`config.mk`:
```
export PLATFORM = sky130hd
export DESIGN_NAME = bhpr_csr
export DESIGN_NICKNAME = d
export VERILOG_FILES = /design/src/rtl/core/bhpr_pkg.sv /design/src/rtl/core/bhpr_csr.sv
export SDC_FILE = /design/constraint.sdc
export NUM_CORES = 1
export LEC_CHECK = 0
export BUFFER_PORTS_ARGS = -buffer_cell sky130_fd_sc_hd__buf_4
export CORE_MARGIN = 4
export CORE_UTILIZATION = 35
export CTS_CLUSTER_DIAMETER = 100
export DETAILED_ROUTE_END_ITERATION = 10
export GPL_ROUTABILITY_DRIVEN = 0
export MAX_ROUTING_LAYER = met4
export PLACE_DENSITY = 0.65
export SLEW_MARGIN = 20
export SYNTH_ARGS = -nofsm -noshare
export SYNTH_HDL_FRONTEND = slang
export SYNTH_SLANG_ARGS = --single-unit
```
`constraint.sdc`:
```
create_clock -name clock -period 3.1 [get_ports clock]
set_clock_uncertainty 0.15 [all_clocks]
set_input_delay 0.775 -clock clock [delete_from_list [all_inputs] [get_ports clock]]
set_output_delay 0.775 -clock clock [all_outputs]
set_load 0.05 [all_outputs]
```
`src/rtl/core/bhpr_pkg.sv`:
```
// Shared constants, codes and types of the Bayer hot pixel removal unit.
// Has no dependencies; every other file in rtl/core refers to it by scoped names.
package bhpr_pkg;

   localparam int MAX_WIDTH     = 4096;
   localparam int SAMPLE_BITS   = 16;
   localparam int COL_BITS      = $clog2(MAX_WIDTH);
   localparam int EW_BITS       = $clog2(MAX_WIDTH + 1);
   localparam int LAG_BITS      = EW_BITS + 2;
   localparam int FW_BITS       = 13;
   localparam int ROW_BITS      = 14;
   localparam int OUT_BITS      = 16;
   localparam int CHAN_BITS     = 2;
   localparam int LANES         = 4;
   localparam int LANE_BITS     = 2;
   localparam int WIN           = 5;
   localparam int CSR_ADDR_BITS = 5;
   localparam int CSR_DATA_BITS = 32;
   localparam int REG_IDX_BITS  = CSR_ADDR_BITS - 2;

   localparam logic [FW_BITS-1:0]  FRAME_WIDTH_RESET  = 13'd4096;
   localparam logic [ROW_BITS-1:0] FRAME_HEIGHT_RESET = 14'd3072;

   localparam logic [REG_IDX_BITS-1:0] REG_FRAME_WIDTH     = 3'd0;
   localparam logic [REG_IDX_BITS-1:0] REG_FRAME_HEIGHT    = 3'd1;
   localparam logic [REG_IDX_BITS-1:0] REG_GREEN_COL_PHASE = 3'd2;
   localparam logic [REG_IDX_BITS-1:0] REG_GREEN_ROW_PHASE = 3'd3;
   localparam logic [REG_IDX_BITS-1:0] REG_RED_ROW_PHASE   = 3'd4;

   localparam logic [CHAN_BITS-1:0] CHAN_RED   = 2'd0;
   localparam logic [CHAN_BITS-1:0] CHAN_GREEN = 2'd1;
   localparam logic [CHAN_BITS-1:0] CHAN_BLUE  = 2'd2;

   typedef logic [SAMPLE_BITS-1:0] sample_type;
   typedef logic [WIN-1:0][WIN-1:0][SAMPLE_BITS-1:0] window_type;
   typedef logic [LANES-1:0][SAMPLE_BITS-1:0] lanes_type;

   typedef struct packed {
      logic [EW_BITS-1:0]  width;
      logic [ROW_BITS-1:0] height;
      logic                green_col_phase;
      logic                green_row_phase;
      logic                red_row_phase;
   } cfg_type;

   typedef struct packed {
      logic                 emit;
      logic                 border;
      logic                 frame_end;
      logic [CHAN_BITS-1:0] chan;
   } meta_type;

endpackage

```
`src/rtl/core/bhpr_csr.sv`:
```
// Configuration registers of the hot pixel removal unit behind an APB-style port.
// Depends on bhpr_pkg for register indexes, reset values and the cfg_type struct.
module bhpr_csr (
   input  logic                                 clock,
   input  logic                                 reset,
   input  logic                                 csr_psel,
   input  logic                                 csr_penable,
   input  logic                                 csr_pwrite,
   input  logic [bhpr_pkg::CSR_ADDR_BITS-1:0]   csr_paddr,
   input  logic [bhpr_pkg::CSR_DATA_BITS-1:0]   csr_pwdata,
   output logic [bhpr_pkg::CSR_DATA_BITS-1:0]   csr_prdata,
   output bhpr_pkg::cfg_type                    cfg,
   output logic                                 restart
);

   localparam int FW = bhpr_pkg::FW_BITS;
   localparam int RB = bhpr_pkg::ROW_BITS;
   localparam int EW = bhpr_pkg::EW_BITS;
   localparam int DW = bhpr_pkg::CSR_DATA_BITS;

   logic [FW-1:0] frame_width_ff;
   logic [RB-1:0] frame_height_ff;
   logic          green_col_phase_ff;
   logic          green_row_phase_ff;
   logic          red_row_phase_ff;
   logic          write;
   logic [bhpr_pkg::REG_IDX_BITS-1:0] index;

   assign write = csr_psel && csr_penable && csr_pwrite;
   assign index = csr_paddr[bhpr_pkg::CSR_ADDR_BITS-1:2];
   assign restart = write && ((index == bhpr_pkg::REG_FRAME_WIDTH) ||
                              (index == bhpr_pkg::REG_FRAME_HEIGHT));

   always_ff @(posedge clock) begin
      if (reset) begin
         frame_width_ff     <= bhpr_pkg::FRAME_WIDTH_RESET;
         frame_height_ff    <= bhpr_pkg::FRAME_HEIGHT_RESET;
         green_col_phase_ff <= 1'b0;
         green_row_phase_ff <= 1'b0;
         red_row_phase_ff   <= 1'b0;
      end else if (write) begin
         case (index)
            bhpr_pkg::REG_FRAME_WIDTH:     frame_width_ff     <= csr_pwdata[FW-1:0];
            bhpr_pkg::REG_FRAME_HEIGHT:    frame_height_ff    <= csr_pwdata[RB-1:0];
            bhpr_pkg::REG_GREEN_COL_PHASE: green_col_phase_ff <= csr_pwdata[0];
            bhpr_pkg::REG_GREEN_ROW_PHASE: green_row_phase_ff <= csr_pwdata[0];
            bhpr_pkg::REG_RED_ROW_PHASE:   red_row_phase_ff   <= csr_pwdata[0];
            default: ;
         endcase
      end
   end

   always_comb begin
      case (index)
         bhpr_pkg::REG_FRAME_WIDTH:     csr_prdata = DW'(frame_width_ff);
         bhpr_pkg::REG_FRAME_HEIGHT:    csr_prdata = DW'(frame_height_ff);
         bhpr_pkg::REG_GREEN_COL_PHASE: csr_prdata = DW'(green_col_phase_ff);
         bhpr_pkg::REG_GREEN_ROW_PHASE: csr_prdata = DW'(green_row_phase_ff);
         bhpr_pkg::REG_RED_ROW_PHASE:   csr_prdata = DW'(red_row_phase_ff);
         default:                       csr_prdata = '0;
      endcase
   end

   always_comb begin
      if (frame_width_ff == '0) begin
         cfg.width = EW'(1);
      end else if (int'(frame_width_ff) > bhpr_pkg::MAX_WIDTH) begin
         cfg.width = EW'(bhpr_pkg::MAX_WIDTH);
      end else begin
         cfg.width = EW'(frame_width_ff);
      end
      cfg.height          = (frame_height_ff == '0) ? RB'(1) : frame_height_ff;
      cfg.green_col_phase = green_col_phase_ff;
      cfg.green_row_phase = green_row_phase_ff;
      cfg.red_row_phase   = red_row_phase_ff;
   end

endmodule

```
==> flow_summary.toml, run 1 <==
[pwr]
power.leakage_nw = 1.082
p_per_area_mw_per_mm2 = 362.6
ir_drop_v = 0.0001654
total_power_mw = 0.8621

[final_layout]
fin_cells = 337
fin_nets = 308
drive_above_1_share_pct = 29.96
synthToLayoutAreaGrowth_pct = 24.92
seqCellArea_sq_um = 600.6
diodes = 0
fillers = 532
multi_input_area_sq_mm = 0.001087

[worst_hold_path]
hp-class = "reg2reg"

[routing]
vias = 1557
routed_wirelength_microns = 4819
via_per_inst = 4.620
wl_per_cell_microns = 14.30
post-route-drc-count = 0
ant_nets = 0
drtPass1Iterations = 4
drtIter0Drc = 74

[timing]
hold_viol = 0
final.min_clock_period_ns = 2.759
fmax_mhz = 362.4
finalSetupTns_ns = 0
hold_ws_ns = 0.3466
setup_ws_ns = 0.3406
tightest_slew_ns = 0.6837
finalCritPeriodShare_pct = 89.01
slew_viol_final = 0
finalSetupViolCount = 0
slew_headroom_pct = 54.28
rsz0062_at_grt = "false"

[yosys]
postSynthCellCount = 222
ys_warn_count = 0
synth.cell_area_sq_mm = 0.001903
avgSynthCellArea_sq_um = 8.572
yosysTopAreaCellShare_pct = 31.56
synth_edf_count = 0
ys.flop_type = "dfxtp_1"
yosysSeqAreaShare_pct = 31.56
ys_types = 31
async_reset_ff_share_pct = 0
yosysTopAreaCell = "dfxtp_1"
ys_top_cells_by_area = "dfxtp_1, mux2i_1, nand2b_1"
ys_ff_latch = 30

[global_routing]
grt_max_degree = 46
antenna_found_initial = 0
grt_pass1_wl_microns = 7797
grt_pass1_vias = 1559
grt.overflow.total = 0
grt_util_all_layers_pct = 15.58

[cts]
cts_root_buf = "clkbuf_8"
max-clock-path-buffers = 2
h-tree-depth = 2
cts_buffers = 5
clk_pin_slew_ns = 0.07
holdBufCountCts = 0
cts_tree = "done"
postCtsSetupRepairBufs = 0
ctsResizeCount = 0
cts_num_sinks = 30
clkLatencyLatePin_ns = 0.27

[floorplan]
ioPinCount = 105
placementRows = 26
start_util_pct = 36.56
die_x_microns = 81.74
core_area_sq_mm = 0.005205
die_h_microns = 81.74
die_area_sq_mm = 0.006681

[placement]
pre_cts_slack_ns = 0.3260
dp_cells = 329
port_buffers = 66
hpwl_microns = 3520

[worst_setup_path]
critPathCaptureType = "primary output"
crit_type = "in2out"
critPathLaunchType = "input port"
worstPathRequired_ns = 2.17
crit_arrival_ns = 1.83
cp_max_fo = 20

[run_status]
outcome = "completed"

[flow_run]
max-cap-violations = 0
final timing paths:
| path | from | to | slack, ns | cells after the start |
|---|---|---|---|---|
| worst min-delay path | green_row_phase_ff | green_row_phase_ff | 0.35 | 2 |
| worst min register to register | green_row_phase_ff | green_row_phase_ff | 0.35 | 2 |
| worst max-delay path | csr_paddr[2] | csr_prdata[0] | 0.34 | 5 |
| worst max register to register | frame_width_ff[12] | frame_width_ff[12] | 1.96 | 2 |
metrics by stage:
stage,instance area [sq um],utilization [%]
floorplan,1967,-
global placement,2286,43.92
detailed placement,2286,43.92
CTS,2377,45.67
global route,2377,45.67
finish,2377,45.67
routing by layer:
metal	track usage, %	wire [microns]	vias up
li1	-	-	779
met1	20.68	2317	709
met2	23.26	2080	65
met3	4.386	385	4
met4	3.987	35	0
met5	-	0	-
synth_stat cells, types with 2 or more instances:
cell and instances:
a21oi_1 3, nand2_1 3, nand3_1 3, o31ai_1 2
nor3_1 2, nor4_1 4, nand3b_1 3, buf_2 4
nand2b_1 36, nor2b_1 11, dfxtp_1 30, mux2i_1 39
clkbuf_1 21, buf_6 2, buf_4 21, nor2_1 23
area by class of cell:
class                   instances  area share [%]
repair buffers                 68           21.47
clock buffers                   7           3.632
well taps                      70           3.684
flip-flops and latches         30           25.26
clock inverters                 1          0.2105
multi-input cells             161           45.74
layout by cell type, fill, tap and decap left out, types with 2 or more instances in the layout:
cell type / netlist / layout
nor4_1: 4 / 4
a21oi_1: 3 / 3
buf_4: 21 / 68
conb_1: 1 / 18
dfxtp_1: 30 / 30
nor3_1: 2 / 2
o31ai_1: 2 / 2
nand2_1: 3 / 3
nor2b_1: 11 / 11
mux2i_1: 39 / 39
nand3b_1: 3 / 3
clkbuf_8: 0 / 6
nand2b_1: 36 / 36
nor2_1: 23 / 23
nand3_1: 3 / 3
critical path: stages:
cell and delay [ns]:
buf_4 0.24, mux2_2 0.37, a22oi_1 0.13, o22ai_1 0.11
buf_4 0.20
cells by family after synthesis:
| kind of cell | Yosys count | synth area share, % |
|---|---|---|
| buf+inv | 48 | 14.66 |
| compound gates | 11 | 3.813 |
| other cells | 1 | 0.1970 |
| mux | 40 | 21.10 |
| simple gates | 92 | 28.67 |
| flops | 30 | 31.56 |
flip-flops by register name, summed over array words and instances (netlist names):
register,count
red_row_phase_ff,1
green_row_phase_ff,1
frame_height_ff,14
green_col_phase_ff,1
frame_width_ff,13
power breakdown:
| group | switching (mW) | internal (mW) |
|---|---|---|
| clock network | 0.145 | 0.179 |
| logic | 0.101 | 0.0449 |
| registers | 0.00352 | 0.388 |
| total | 0.250 | 0.612 |
(Power assumes the default switching activity.)
==> run 2: changes to the inputs <==
--- a/config.mk
+++ b/config.mk
@@ -5,14 +5,13 @@
 export SDC_FILE = /design/constraint.sdc
 export NUM_CORES = 1
 export LEC_CHECK = 0
-export BUFFER_PORTS_ARGS = -buffer_cell sky130_fd_sc_hd__buf_4
 export CORE_MARGIN = 4
 export CORE_UTILIZATION = 35
 export CTS_CLUSTER_DIAMETER = 100
 export DETAILED_ROUTE_END_ITERATION = 10
+export DONT_BUFFER_PORTS = 1
 export GPL_ROUTABILITY_DRIVEN = 0
 export MAX_ROUTING_LAYER = met4
-export PLACE_DENSITY = 0.65
 export SLEW_MARGIN = 20
 export SYNTH_ARGS = -nofsm -noshare
 export SYNTH_HDL_FRONTEND = slang
==> run 2 against run 1 <==
Against the previous run: critical path depth shrank 3; setup slack better by 0.041 ns; critical path type is now reg2out; flip-flop and latch count unchanged; largest power group unchanged; critical endpoint is now cfg[3]; combinational power shrank 31%; via count decreased by 7.1%; sequential power increased by 1%; global-route usage decreased by 1.2 points.
==> flow_summary.toml, run 2 (synthesized netlist as in run 1, its figures left out) <==
[final_layout]
diodes = 0
fin_util_pct = 40.99
fin_cells = 302
fillers = 539
fin_nets = 273
multi_input_area_sq_mm = 0.001087
final_common_cell = "mux2i_1"
largest_register_ff_count = 14
seqCellArea_sq_um = 600.6
largest-register = "frame_height_ff"
reg_top3 = "frame_height_ff (14), frame_width_ff (13)"
layout_common_cells = "mux2i_1, nand2b_1, buf_4, dfxtp_1, nor2_1"
synthToLayoutAreaGrowth_pct = 12.10
drive_above_1_share_pct = 19.83

[timing]
finalSetupViolCount = 0
hold_viol = 0
finalSetupTns_ns = 0
rsz0062_at_grt = "false"
fmax_mhz = 367.9
tightest_slew_ns = 0.7253
slew_viol_final = 0
slew_headroom_pct = 51.50
final.min_clock_period_ns = 2.718
finalCritPeriodShare_pct = 87.69

[worst_setup_path]
r2r-end = "frame_height_ff[3]"
reg2reg_depth = 2
worstPathRequired_ns = 2.17
crit_arrival_ns = 1.79
timing.rr.start = "frame_height_ff[3]"
critPathCaptureType = "primary output"
r2r_slack_ns = 1.93
critPathLaunchType = "flip-flop"
slowest_stage = "a41o_1"
crit_chain = "nor4_1, a41o_1"
cp_max_fo = 4
cpPeakStageDelay_ns = 0.56
crit_type = "reg2out"

[global_routing]
grt_util_all_layers_pct = 14.36
grt_pass1_wl_microns = 7044
grt_max_degree = 46
grt_pass1_vias = 1340
grt.overflow.total = 0
antenna_found_initial = 0

[cts]
h-tree-depth = 2
cts_root_buf = "clkbuf_8"
max-clock-path-buffers = 2
clkLatencyLatePin_ns = 0.27
cts_tree = "done"
cts_num_sinks = 30
holdBufCountCts = 0
cts_buffers = 5
clk_pin_slew_ns = 0.06
postCtsSetupRepairBufs = 0
ctsResizeCount = 0

[floorplan]
start_util_pct = 36.56
die_x_microns = 81.74
placementRows = 26
die_h_microns = 81.74
core_area_sq_mm = 0.005205
ioPinCount = 105
die_area_sq_mm = 0.006681

[routing]
via_per_inst = 4.791
drtIter0Drc = 48
ant_nets = 0
routed_wirelength_microns = 4667
vias = 1447
post-route-drc-count = 0
wl_per_cell_microns = 15.45
drtPass1Iterations = 4

[pwr]
ir_drop_v = 0.0002448
total_power_mw = 0.8697
power.leakage_nw = 0.9165
p_per_area_mw_per_mm2 = 407.7

[worst_hold_path]
min_from = "frame_width_ff[1]"
hold-path-endpoint = "frame_width_ff[1]"
hp-class = "reg2reg"
hold_path_depth = 2

[placement]
hpwl_microns = 3411
dp_cells = 294
port_buffers = 0

[run_status]
outcome = "completed"

[flow_run]
max-cap-violations = 0
==> run 2: cell types whose count changed in the layout (fill, tap and decap cells not counted) <==
cell | previous run | this run
clkbuf_1 | 1 | 0
clkbuf_8 | 6 | 8
buf_4 | 68 | 33
clkinv_2 | 1 | 0
==> run 2: layout make-up <==
cell class	instances	area share, %
multi-input combinational	161	50.97
timing repair buffer	33	11.61
clock buffer	8	5.161
sequential	30	28.15
tap	70	4.106
==> run 2: critical path: cells and delay by family (launching register included) <==
family / cells / cell delay (ns)
AO/OA/AOI/OAI: 1 / 0.56
flip-flops: 1 / 0.50
AND/OR/NAND/NOR: 1 / 0.45
==> run 2: layer usage <==
layer	GRT usage, %	share of wire [%]
met1	18.36	44
met2	21.41	46
met3	4.386	9.0
met4	4.983	1.0
met5	-	0
==> run 2: where the power goes <==
part	internal [mW]	total [mW]	switching, mW
Clock	0.224	0.373	0.149
Sequential	0.388	0.396	0.00748
Combinational	0.0264	0.101	0.0748
==> run 2: worst max-delay path by stage <==
stage,from,end,slack [ns],cells past startpoint
after floorplan,csr_paddr[2],csr_prdata[0],0.06,5
after global placement,csr_paddr[3],csr_prdata[12],0.55,3
after detailed placement,csr_paddr[3],csr_prdata[7],0.57,3
after CTS,frame_height_ff[3],cfg[3],0.37,2
after global routing,frame_height_ff[3],cfg[3],0.26,2
final,frame_height_ff[3],cfg[3],0.38,2
==> run 2: metrics by stage <==
step           hold slack, ns  setup WS (ns)  area (sq um)
2_1_floorplan          0.3115        0.05604          1967
3_5_place_dp           0.3441         0.5680          2023
3_3_place_gp           0.3356         0.5483          2023
4_1_cts                0.3538         0.3747          2133
6_report               0.3540         0.3816          2133
5_1_grt                0.3727         0.2645          2133
==> run 3: changes to the inputs <==
--- a/config.mk
+++ b/config.mk
@@ -12,6 +12,7 @@
 export DONT_BUFFER_PORTS = 1
 export GPL_ROUTABILITY_DRIVEN = 0
 export MAX_ROUTING_LAYER = met4
+export PLACE_DENSITY = 0.46
 export SLEW_MARGIN = 20
 export SYNTH_ARGS = -nofsm -noshare
 export SYNTH_HDL_FRONTEND = slang
==> run 3 against run 2 <==
Against the previous run: clock power shrank 13%; critical path type unchanged; total power fell by 5.3%; non-clock buffer count up 1; critical path depth unchanged; register-to-register slack hardly changed; die area unchanged; worst hold slack got worse by 0.0085 ns; largest power group unchanged.
==> flow_summary.toml, run 3 (synthesized netlist as in run 1, its figures left out) <==
[floorplan]
ioPinCount = 105
core_area_sq_mm = 0.005205
start_util_pct = 36.56
die_area_sq_mm = 0.006681
die_h_microns = 81.74
die_x_microns = 81.74
placementRows = 26

[worst_setup_path]
crit_arrival_ns = 1.79
worstPathRequired_ns = 2.17
cp_max_fo = 4
critPathLaunchType = "flip-flop"
critPathCaptureType = "primary output"
crit_type = "reg2out"
r2r_slack_ns = 1.93

[cts]
ctsResizeCount = 0
clk_pin_slew_ns = 0.06
max-clock-path-buffers = 2
cts_tree = "done"
cts_root_buf = "clkbuf_8"
cts_buffers = 5
cts_num_sinks = 30
postCtsSetupRepairBufs = 0
clkLatencyLatePin_ns = 0.28
h-tree-depth = 2
holdBufCountCts = 0

[final_layout]
diodes = 0
drive_above_1_share_pct = 19.74
fin_nets = 274
largest_register_ff_count = 14
layout_common_cells = "mux2i_1, nand2b_1, buf_4, dfxtp_1, nor2_1"
final_common_cell = "mux2i_1"
largest-register = "frame_height_ff"
reg_top3 = "frame_height_ff (14), frame_width_ff (13)"
synthToLayoutAreaGrowth_pct = 11.51

[pwr]
power_switching_mw = 0.2296
p_per_area_mw_per_mm2 = 388.0
ir_drop_v = 0.0001403
p_seq_share_pct = 48.0
power.leakage_nw = 0.9140
p_int_mw = 0.5937
p_comb_share_pct = 12.4
clock_power_share_pct = 39.6
switching_share_pct = 27.88

[global_routing]
grt.overflow.total = 0
grt_max_degree = 46
antenna_found_initial = 0
grt_util_all_layers_pct = 14.80
grt_pass1_wl_microns = 7348
grt_pass1_vias = 1473

[timing]
hold_ws_ns = 0.3455
setup_ws_ns = 0.3810
rsz0062_at_grt = "false"
fmax_mhz = 367.8
tightest_slew_ns = 0.6558
slew_viol_final = 0
finalSetupViolCount = 0
finalSetupTns_ns = 0
hold_viol = 0
slew_headroom_pct = 56.15
final.min_clock_period_ns = 2.719
finalCritPeriodShare_pct = 87.71

[routing]
vias = 1453
ant_nets = 0
drtIter0Drc = 26
post-route-drc-count = 0
via_per_inst = 4.795
wl_per_cell_microns = 15.91
routed_wirelength_microns = 4821
drtPass1Iterations = 4

[worst_hold_path]
hp-class = "reg2reg"

[placement]
pre_cts_slack_ns = 0.5867
port_buffers = 0
hpwl_microns = 3570

[run_status]
outcome = "completed"

[flow_run]
max-cap-violations = 0
-- run 3: changes by cell type in the layout (fill, tap and decap cells not counted) --
cell      before  now
clkinv_2       0    1
clkbuf_1       0    1
buf_4         33   34
clkbuf_8       8    6
-- run 3: worst max-delay path, cell delays in order, from the launching register on --
cell     delay, ns
dfxtp_1       0.51
nor4_1        0.46
a41o_1        0.55
-- run 3: area by class of cell --
class / count / area, sq um
Clock buffer: 7 / 86.33
Sequential cell: 30 / 600.6
Tap cell: 70 / 87.58
Multi-Input combinational cell: 161 / 1087
Fill cell: 577 / 3083
Timing Repair Buffer: 34 / 255.2
Clock inverter: 1 / 5.005
-- run 3: per-layer routing --
metal / track usage, % / wire length, microns / up-vias
met5: - / 0 / -
met4: 5.482 / 42 / 0
met3: 3.728 / 344 / 4
met2: 25.12 / 2472 / 49
met1: 16.74 / 1962 / 691
li1: - / - / 709
-- run 3: stage by stage --
stage,cell area [sq um],utilization [%],power (mW),instances
after floorplan,1967,-,0.5272,239
after global placement,2031,39.01,0.5052,295
after detailed placement,2031,39.01,0.5060,295
after CTS,2122,40.77,0.8356,303
after global routing,2122,40.77,0.8588,303
final,2122,40.77,0.8233,303
-- run 3: power groups by stage --
stage                     Combinational [mW]  Sequential [mW]  Clock, mW
final                                  0.102            0.395      0.326
after global routing                   0.108            0.395      0.356
after CTS                              0.102            0.395      0.338
after detailed placement               0.102            0.404          0
after global placement                 0.101            0.404          0
after floorplan                        0.128            0.399          0
-- run 3: path summary, 6_finish.rpt --
path,to,startpoint,cells past startpoint
max reg2reg,frame_height_ff[5],frame_height_ff[5],2
max,cfg[3],frame_height_ff[8],2
min,frame_width_ff[0],frame_width_ff[0],2
min reg2reg,frame_width_ff[0],frame_width_ff[0],2
